--- src/rtl/seeded_four_lane_name_hash_macros.svh ---
// ----------------------------------------------------------------------------
// Assertion macros for the seeded four-lane name hash
// Concurrent checks on i_clk, disabled while i_rst_n is low; empty in synthesis.
// ----------------------------------------------------------------------------
`ifndef SEEDED_FOUR_LANE_NAME_HASH_MACROS_SVH
`define SEEDED_FOUR_LANE_NAME_HASH_MACROS_SVH

`ifndef SYNTHESIS
`define SFLNH_ASSERT_SAME(label, ante, cons) \
    label: assert property (@(posedge i_clk) disable iff (!i_rst_n) (ante) |-> (cons)) \
        else $error("sflnh: same-cycle check failed");
`define SFLNH_ASSERT_NEXT(label, ante, cons) \
    label: assert property (@(posedge i_clk) disable iff (!i_rst_n) (ante) |=> (cons)) \
        else $error("sflnh: next-cycle check failed");
`else
`define SFLNH_ASSERT_SAME(label, ante, cons)
`define SFLNH_ASSERT_NEXT(label, ante, cons)
`endif

`endif

--- src/rtl/sflnh_pkg.sv ---
// ----------------------------------------------------------------------------
// sflnh_pkg
// Constants and types shared by the seeded four-lane name hash.
// ----------------------------------------------------------------------------
`default_nettype none

package sflnh_pkg;

    localparam logic [31:0] MUL_A = 32'h5724c9d1;
    localparam logic [31:0] MUL_B = 32'h6a511717;
    localparam logic [31:0] MUL_C = 32'h76459457;
    localparam logic [31:0] MUL_D = 32'h51a97a23;

    localparam int unsigned BUCKET_W = 9;

    localparam logic [2:0] CNT_ONE   = 3'd1;
    localparam logic [2:0] CNT_TWO   = 3'd2;
    localparam logic [2:0] CNT_THREE = 3'd3;
    localparam logic [2:0] CNT_FULL  = 3'd4;

    typedef struct packed {
        logic        run;
        logic [31:0] n;
    } t_fold;

    typedef struct packed {
        logic [31:0] w0;
        logic [31:0] w1;
        logic [31:0] w2;
        logic [31:0] w3;
    } t_hash;

endpackage

`default_nettype wire

--- src/rtl/sflnh_word_fold.sv ---
// ----------------------------------------------------------------------------
// sflnh_word_fold
// Turns one data beat into the round word: a full word as is, or a 1 to 3
// byte tail folded with sign-extended bytes and the byte count.
// ----------------------------------------------------------------------------
`default_nettype none

module sflnh_word_fold (
    input  logic [31:0]       i_data_word,
    input  logic [2:0]        i_byte_count,
    output sflnh_pkg::t_fold  o_fold
);
    import sflnh_pkg::*;

    logic [31:0] s0;
    logic [31:0] s1;
    logic [31:0] s2;
    logic [31:0] t1;
    logic [31:0] t2;
    logic [31:0] cnt_hi;

    always_comb begin
        s0     = {{24{i_data_word[7]}},  i_data_word[7:0]};
        s1     = {{24{i_data_word[15]}}, i_data_word[15:8]};
        s2     = {{24{i_data_word[23]}}, i_data_word[23:16]};
        // 0xff * s1 and 0xffff * s2, mod 2^32
        t1     = (s1 << 8) - s1;
        t2     = (s2 << 16) - s2;
        cnt_hi = {5'b0, i_byte_count, 24'h0};

        o_fold.run = 1'b0;
        o_fold.n   = i_data_word;
        case (i_byte_count)
            CNT_FULL: begin
                o_fold.run = 1'b1;
            end
            CNT_THREE: begin
                o_fold.run = 1'b1;
                o_fold.n   = cnt_hi + t2 + t1 + s0;
            end
            CNT_TWO: begin
                o_fold.run = 1'b1;
                o_fold.n   = cnt_hi + t1 + s0;
            end
            CNT_ONE: begin
                o_fold.run = 1'b1;
                o_fold.n   = cnt_hi + s0;
            end
            default: begin
                o_fold.run = 1'b0;
            end
        endcase
    end

endmodule

`default_nettype wire

--- src/rtl/seeded_four_lane_name_hash.sv ---
// ----------------------------------------------------------------------------
// seeded_four_lane_name_hash
// Seeded 128-bit hash of a streamed name plus bucket index.
//
//   channel   direction  handshake                 payload
//   cfg       in         i_cfg_wr_en               i_cfg_wr_data (global seed)
//   in        in         i_in_valid / o_in_stall   start, last, seed, length, word, count
//   out       out        o_out_valid / i_out_stall hash words 0..3, bucket
//
// One beat per cycle sustained while no output stall backs up to the input; a beat
// updates the lanes as it leaves the input register (one 32x32 multiply per lane).
// A result is offered after its last beat passes through the lane snapshot,
// finalize, reciprocal multiply, quotient multiply and remainder correction stages.
// Synchronous active-low reset clears valids, lanes and the global seed.
// An output stall holds all full stages behind it at once; empty ones keep taking beats.
// ----------------------------------------------------------------------------
`default_nettype none
`include "seeded_four_lane_name_hash_macros.svh"

module seeded_four_lane_name_hash #(
    parameter int unsigned BUCKET_COUNT = 512
) (
    input  logic                            i_clk,
    input  logic                            i_rst_n,
    input  logic                            i_cfg_wr_en,
    input  logic [63:0]                     i_cfg_wr_data,
    input  logic                            i_in_valid,
    output logic                            o_in_stall,
    input  logic                            i_start_req,
    input  logic                            i_last,
    input  logic [63:0]                     i_name_seed,
    input  logic [15:0]                     i_total_length,
    input  logic [31:0]                     i_data_word,
    input  logic [2:0]                      i_byte_count,
    output logic                            o_out_valid,
    input  logic                            i_out_stall,
    output logic [31:0]                     o_hash_word0,
    output logic [31:0]                     o_hash_word1,
    output logic [31:0]                     o_hash_word2,
    output logic [31:0]                     o_hash_word3,
    output logic [sflnh_pkg::BUCKET_W-1:0]  o_bucket
);
    import sflnh_pkg::*;

    localparam int unsigned REM_W   = $clog2(BUCKET_COUNT);
    localparam logic [63:0] RECIP64 = 64'h1_0000_0000 / 64'(BUCKET_COUNT);
    localparam logic [31:0] RECIP   = RECIP64[31:0];
    localparam logic [31:0] BCNT    = 32'(BUCKET_COUNT);
    localparam logic [31:0] BCNT2   = 32'(2 * BUCKET_COUNT);

    logic [63:0] r_gseed;

    t_fold       w_fold;

    logic        r_v1;
    logic        r_start1;
    logic        r_last1;
    logic        r_run1;
    logic [31:0] r_n1;
    logic [63:0] r_seed1;
    logic [15:0] r_len1;

    logic [31:0] r_lane_a, r_lane_b, r_lane_c, r_lane_d;
    logic [31:0] n_lane_a, n_lane_b, n_lane_c, n_lane_d;
    logic [31:0] w_base_b, w_base_c, w_x_bc;
    logic [31:0] w_mul_a, w_mul_b, w_mul_c, w_mul_d;

    logic        r_v2, r_v3, r_v4, r_v5, r_v6;
    t_hash       r_h2, r_h3, r_h4, r_h5, r_h6;
    t_hash       n_h3;
    logic [31:0] r_sum3, r_sum4, r_sum5;
    logic [31:0] r_q4;
    logic [31:0] r_qb5;
    logic [REM_W-1:0] r_rem6;

    logic [63:0] w_prod;
    logic [31:0] w_r, w_r1, w_r2, w_rem;

    logic        w_rdy1, w_rdy2, w_rdy3, w_rdy4, w_rdy5, w_rdy6;
    logic        w_adv1;

    sflnh_word_fold u_fold (
        .i_data_word  (i_data_word),
        .i_byte_count (i_byte_count),
        .o_fold       (w_fold)
    );

    assign w_rdy6 = !r_v6 || !i_out_stall;
    assign w_rdy5 = !r_v5 || w_rdy6;
    assign w_rdy4 = !r_v4 || w_rdy5;
    assign w_rdy3 = !r_v3 || w_rdy4;
    assign w_rdy2 = !r_v2 || w_rdy3;
    assign w_rdy1 = !r_v1 || w_rdy2;
    assign w_adv1 = r_v1 && w_rdy2;

    assign o_in_stall = !w_rdy1;

    // lane round / start initialization
    always_comb begin
        w_base_b = r_start1 ? r_seed1[63:32] : r_lane_b;
        w_base_c = r_start1 ? r_gseed[31:0]  : r_lane_c;
        w_x_bc   = r_start1 ? {16'h0, r_len1} : r_n1;
        w_mul_a  = (r_lane_a + r_n1) * MUL_A;
        w_mul_b  = (w_base_b ^ w_x_bc) * MUL_B;
        w_mul_c  = (w_base_c + w_x_bc) * MUL_C;
        w_mul_d  = (r_lane_d ^ r_n1) * MUL_D;

        n_lane_a = r_lane_a;
        n_lane_b = r_lane_b;
        n_lane_c = r_lane_c;
        n_lane_d = r_lane_d;
        if (w_adv1) begin
            if (r_start1) begin
                n_lane_a = r_seed1[31:0];
                n_lane_b = w_mul_b;
                n_lane_c = w_mul_c;
                n_lane_d = r_gseed[63:32];
            end else if (r_run1) begin
                n_lane_a = w_mul_a;
                n_lane_b = w_mul_b;
                n_lane_c = w_mul_c;
                n_lane_d = w_mul_d;
            end
        end
    end

    always_comb begin
        n_h3.w0 = r_h2.w0 ^ (r_h2.w0 >> 17);
        n_h3.w1 = r_h2.w1;
        n_h3.w2 = r_h2.w2 ^ (r_h2.w2 >> 15);
        n_h3.w3 = r_h2.w3;
    end

    // bucket: reciprocal estimate, then up to two subtract corrections
    assign w_prod = {32'h0, r_sum3} * {32'h0, RECIP};
    assign w_r    = r_sum5 - r_qb5;
    assign w_r1   = w_r - BCNT;
    assign w_r2   = w_r - BCNT2;
    assign w_rem  = (w_r >= BCNT2) ? w_r2 : ((w_r >= BCNT) ? w_r1 : w_r);

    always_ff @(posedge i_clk) begin
        if (!i_rst_n) begin
            r_gseed  <= '0;
            r_lane_a <= '0;
            r_lane_b <= '0;
            r_lane_c <= '0;
            r_lane_d <= '0;
            r_v1     <= 1'b0;
            r_v2     <= 1'b0;
            r_v3     <= 1'b0;
            r_v4     <= 1'b0;
            r_v5     <= 1'b0;
            r_v6     <= 1'b0;
        end else begin
            if (i_cfg_wr_en) begin
                r_gseed <= i_cfg_wr_data;
            end
            r_lane_a <= n_lane_a;
            r_lane_b <= n_lane_b;
            r_lane_c <= n_lane_c;
            r_lane_d <= n_lane_d;
            if (w_rdy1) begin
                r_v1 <= i_in_valid;
            end
            if (w_rdy2) begin
                r_v2 <= r_v1 && r_last1;
            end
            if (w_rdy3) begin
                r_v3 <= r_v2;
            end
            if (w_rdy4) begin
                r_v4 <= r_v3;
            end
            if (w_rdy5) begin
                r_v5 <= r_v4;
            end
            if (w_rdy6) begin
                r_v6 <= r_v5;
            end
        end
    end

    always_ff @(posedge i_clk) begin
        if (i_in_valid && w_rdy1) begin
            r_start1 <= i_start_req;
            r_last1  <= i_last;
            r_run1   <= w_fold.run;
            r_n1     <= w_fold.n;
            r_seed1  <= i_name_seed;
            r_len1   <= i_total_length;
        end
        if (w_rdy2 && r_v1 && r_last1) begin
            r_h2 <= '{w0: n_lane_a, w1: n_lane_b, w2: n_lane_c, w3: n_lane_d};
        end
        if (w_rdy3 && r_v2) begin
            r_h3   <= n_h3;
            r_sum3 <= n_h3.w0 + n_h3.w2;
        end
        if (w_rdy4 && r_v3) begin
            r_h4   <= r_h3;
            r_sum4 <= r_sum3;
            r_q4   <= w_prod[63:32];
        end
        if (w_rdy5 && r_v4) begin
            r_h5   <= r_h4;
            r_sum5 <= r_sum4;
            r_qb5  <= r_q4 * BCNT;
        end
        if (w_rdy6 && r_v5) begin
            r_h6   <= r_h5;
            r_rem6 <= w_rem[REM_W-1:0];
        end
    end

    assign o_out_valid  = r_v6;
    assign o_hash_word0 = r_h6.w0;
    assign o_hash_word1 = r_h6.w1;
    assign o_hash_word2 = r_h6.w2;
    assign o_hash_word3 = r_h6.w3;
    assign o_bucket     = BUCKET_W'(r_rem6);

    `SFLNH_ASSERT_SAME(a_rem_range, r_v6, 32'(r_rem6) < BCNT)
    `SFLNH_ASSERT_NEXT(a_lanes_hold, !w_adv1, $stable({r_lane_a, r_lane_b, r_lane_c, r_lane_d}))
    `SFLNH_ASSERT_SAME(a_result_from_last, $rose(r_v2), $past(r_v1 && r_last1))

endmodule

`default_nettype wire
--- config.mk ---
export PLATFORM = sky130hd
export DESIGN_NAME = seeded_four_lane_name_hash
export DESIGN_NICKNAME = d
export VERILOG_FILES = /design/src/rtl/sflnh_pkg.sv /design/src/rtl/sflnh_word_fold.sv /design/src/rtl/seeded_four_lane_name_hash.sv
export VERILOG_INCLUDE_DIRS = /design/src /design/src/rtl
export SDC_FILE = /design/constraint.sdc
export NUM_CORES = 2
export LEC_CHECK = 0
export ABC_AREA = 1
export BUFFER_PORTS_ARGS = -buffer_cell sky130_fd_sc_hd__buf_2
export CORE_ASPECT_RATIO = 0.6
export CORE_MARGIN = 8
export CORE_UTILIZATION = 50
export CTS_BUF_LIST = sky130_fd_sc_hd__clkbuf_4 sky130_fd_sc_hd__clkbuf_8
export DETAILED_ROUTE_END_ITERATION = 8
export PLACE_DENSITY = 0.63
export SLEW_MARGIN = 20
export SYNTH_ARGS = -nofsm -noshare
export SYNTH_HDL_FRONTEND = slang
export SYNTH_HIERARCHICAL = 1
export SYNTH_SLANG_ARGS = --single-unit
--- constraint.sdc ---
create_clock -name i_clk -period 14.96 [get_ports i_clk]
set_input_delay 2.244 -clock i_clk [delete_from_list [all_inputs] [get_ports i_clk]]
set_output_delay 2.244 -clock i_clk [all_outputs]
set_load 0.02 [all_outputs]
==> run_results.csv <==
group,metric,value,unit
critical_path,crit_path_max_fanout,140,
cells_and_area,fin_nets,9545,
sta,skew,0.0638,ns
synthesis,syn_inst,7259,
clocking,cts_tree,"built",
global_routing,grt_pass1_wl,356000,um
clocking,clock_path_buffers,3,
synthesis,yosysWarnings,6,
placed_design,dp_hpwl,209000,um
sta,finalMaxSlewViolations,0,
global_routing,grt_max_degree,141,
critical_path,reg2reg_to,"r_h2[63]",
clocking,cts_setup_buffers,0,
critical_path,endpoint_kind,"flip-flop",
floorplan,io_pins,325,
sta,max_freq,88.6,MHz
synthesis,synthDistinctLibCells,66,
critical_path,rr_startpoint,"r_start1",
floorplan,core,150000,sq um
sta,rsz0062_at_grt,"false",
synthesis,yosysMostFrequentCell,"inv_1",
clocking,ctsHoldBuffers,0,
detailed_routing,dr.first_iter.drc_count,6211,
synthesis,yosysSeqAreaShare,36.8,%
clocking,root_buffer,"clkbuf_8",
floorplan,die_y,317,um
cells_and_area,area_delta_synth_final,9.99,%
worst_hold_path,holdPathEnd,"r_h4[58]",
cells_and_area,drive_gt1_share,9.58,%
sta,post-route-period-util,75.4,%
critical_path,max_stage_delay,0.80,ns
synthesis,ys_top_cells_by_count,"1,521 x inv_1, 979 x ha_1, 964 x nand2_1, 791 x edfxtp_1, 694 x fa_1",
synthesis,ys.flop_type,"edfxtp_1",
floorplan,start_util,50.3,%
clocking,cts.sinks,989,
floorplan,dieArea,164000,sq um
sta,finalSetupViolations,0,
worst_hold_path,min_path_type,"reg2reg",
clocking,cts_resized,0,
worst_hold_path,holdPathStages,0,
global_routing,first_global_vias,50812,
detailed_routing,wl,250000,um
floorplan,die_w,517,um
critical_path,cp.arrival,11.92,ns
clocking,htreeDepth,4,
cells_and_area,fillers,13276,
detailed_routing,antenna_left,0,
detailed_routing,num_vias,53634,
outcome,status,"finished clean",
synthesis,synthArstFlopShare,0,%
sta,finalSetupTns,0,ns
detailed_routing,routedWlPerCell,25.4,um
critical_path,crit_path_start_kind,"flip-flop",
synthesis,synth_area,75300,sq um
synthesis,ys_top_cells_by_area,"edfxtp_1 32%, fa_1 18%, ha_1 16%",
critical_path,cp_slowest_cell,"clkinv_2",
critical_path,r2r_slack,3.68,ns
critical_path,cp.required,15.60,ns
synthesis,yosysTopAreaCell,"edfxtp_1",
sta,hold_violations,0,
synthesis,ys_ff_latch,989,
detailed_routing,drc,0,
placed_design,port_buffers,324,
sta,finalCriticalPeriod,11.28,ns
synthesis,syn_nets,9118,
global_routing,overflow,0,
clocking,cts_made_buffers,149,
detailed_routing,first_pass_iters,8,
global_routing,grt_util_all_layers,30.2,%
synthesis,netlist.area_leader.share,31.6,%
floorplan,placementRows,110,
synthesis,synth_edf_count,791,
sta,relSlewSlack,6.85,%
critical_path,critPathKind,"reg2reg",
global_routing,antenna_found_initial,24,
worst_hold_path,hp-start,"r_h3[58]",
sta,worstMarginPinSlew,1.38,ns
synthesis,syn_area_per_cell,10.4,sq um
placed_design,place.gp.congestion,1.06,
clocking,clkTransAtPathRegs,0.06,ns
detailed_routing,viasPerCell,5.45,
job,maxCapViolCount,0,
critical_path,reg2regPathDepth,41,
clocking,clk_latency,0.91,ns
-- per-stage QoR --
step	setup slack, ns	area, sq um	hold slack [ns]	cells	utilization [%]
floorplan	5.43	75300	0.400	7259	-
global placement	4.01	79600	0.401	9551	53.2
detailed placement	3.81	79600	0.405	9551	53.2
CTS	3.76	82700	0.399	9825	55.3
global route	2.87	82700	0.415	9826	55.3
finish	3.68	82800	0.404	9834	55.3
-- critical path: cells and delay by family, from the launching register on --
| family | cells | cell delay (ns) |
|---|---|---|
| compound gates | 6 | 1.14 |
| xor+xnor | 1 | 0.50 |
| buf+inv | 10 | 2.35 |
| simple gates | 15 | 2.43 |
| fa+ha+maj | 9 | 4.23 |
| flops | 1 | 0.38 |
-- worst max-delay path by stage --
| stage | startpoint | to | slack, ns | cells past startpoint |
|---|---|---|---|---|
| 6_report | r_start1 | r_h2[63] | 3.68 | 41 |
| 3_5_place_dp | r_start1 | r_h2[63] | 3.81 | 41 |
| 3_3_place_gp | r_start1 | r_h2[63] | 4.01 | 46 |
| 5_1_grt | r_start1 | r_h2[63] | 2.87 | 44 |
| 4_1_cts | r_start1 | r_h2[63] | 3.76 | 41 |
| 2_1_floorplan | i_out_stall | o_bucket[0] | 5.43 | 1 |
-- flip-flops by register name, summed over array words and instances, names as in the netlist, 64 cells and up --
name,count
r_h4,128
r_h2,64
r_gseed,64
r_h3,128
r_seed1,64
r_h5,128
n_h3,64
-- cell type report --
cell class | count | area (sq um) | area share [%]
Tap cell | 2016 | 2520 | 3.05
Antenna cell | 9 | 22.5 | 0.0272
Multi-Input combinational cell | 4624 | 41500 | 50.1
Clock inverter | 66 | 557 | 0.673
Inverter | 1538 | 5790 | 6.99
Timing Repair Buffer | 384 | 2090 | 2.52
Sequential cell | 989 | 27700 | 33.5
Clock buffer | 208 | 2580 | 3.12
-- kinds of logic (layout without fill, tap and decap cells) --
logic type               count (synthesis)  count (layout)  share of synthesized area (%)
AO/OA/AOI/OAI                          793             793                           6.17
XOR/XNOR                               309             309                           3.64
adder cells (fa/ha/maj)               1673            1673                           34.7
buffers and inverters                 1646            2196                           8.27
flip-flops                             989             989                           36.8
multiplexers                             8               8                          0.106
other                                    0               9                              0
AND/OR/NAND/NOR                       1841            1841                           10.3
-- placed cells by master, fill, tap and decap left out, drive strengths merged, types with 18 or more instances in the layout --
cell type	n
inv	1547
ha	979
nand2	974
edfxtp	791
fa	694
nor2	466
buf	384
a21oi	329
o21ai	248
clkbuf	208
nand3	199
dfxtp	198
xor2	166
xnor2	143
clkinv	50
a221oi	49
and2	48
nand4	45
nor3	43
or2	30
a211oi	30
nand3b	19
a31oi	18
o21bai	18
-- metal layers --
layer	wire [um]	GRT usage, %	up-vias
li1	-	-	24457
met1	126000	50.2	26379
met2	86000	35.7	2596
met3	34400	11.7	194
met4	4010	5.31	8
met5	230	0.863	-
Power is not shown: default switching activity piles up to over one toggle a cycle in this logic, so the estimate is an artifact.
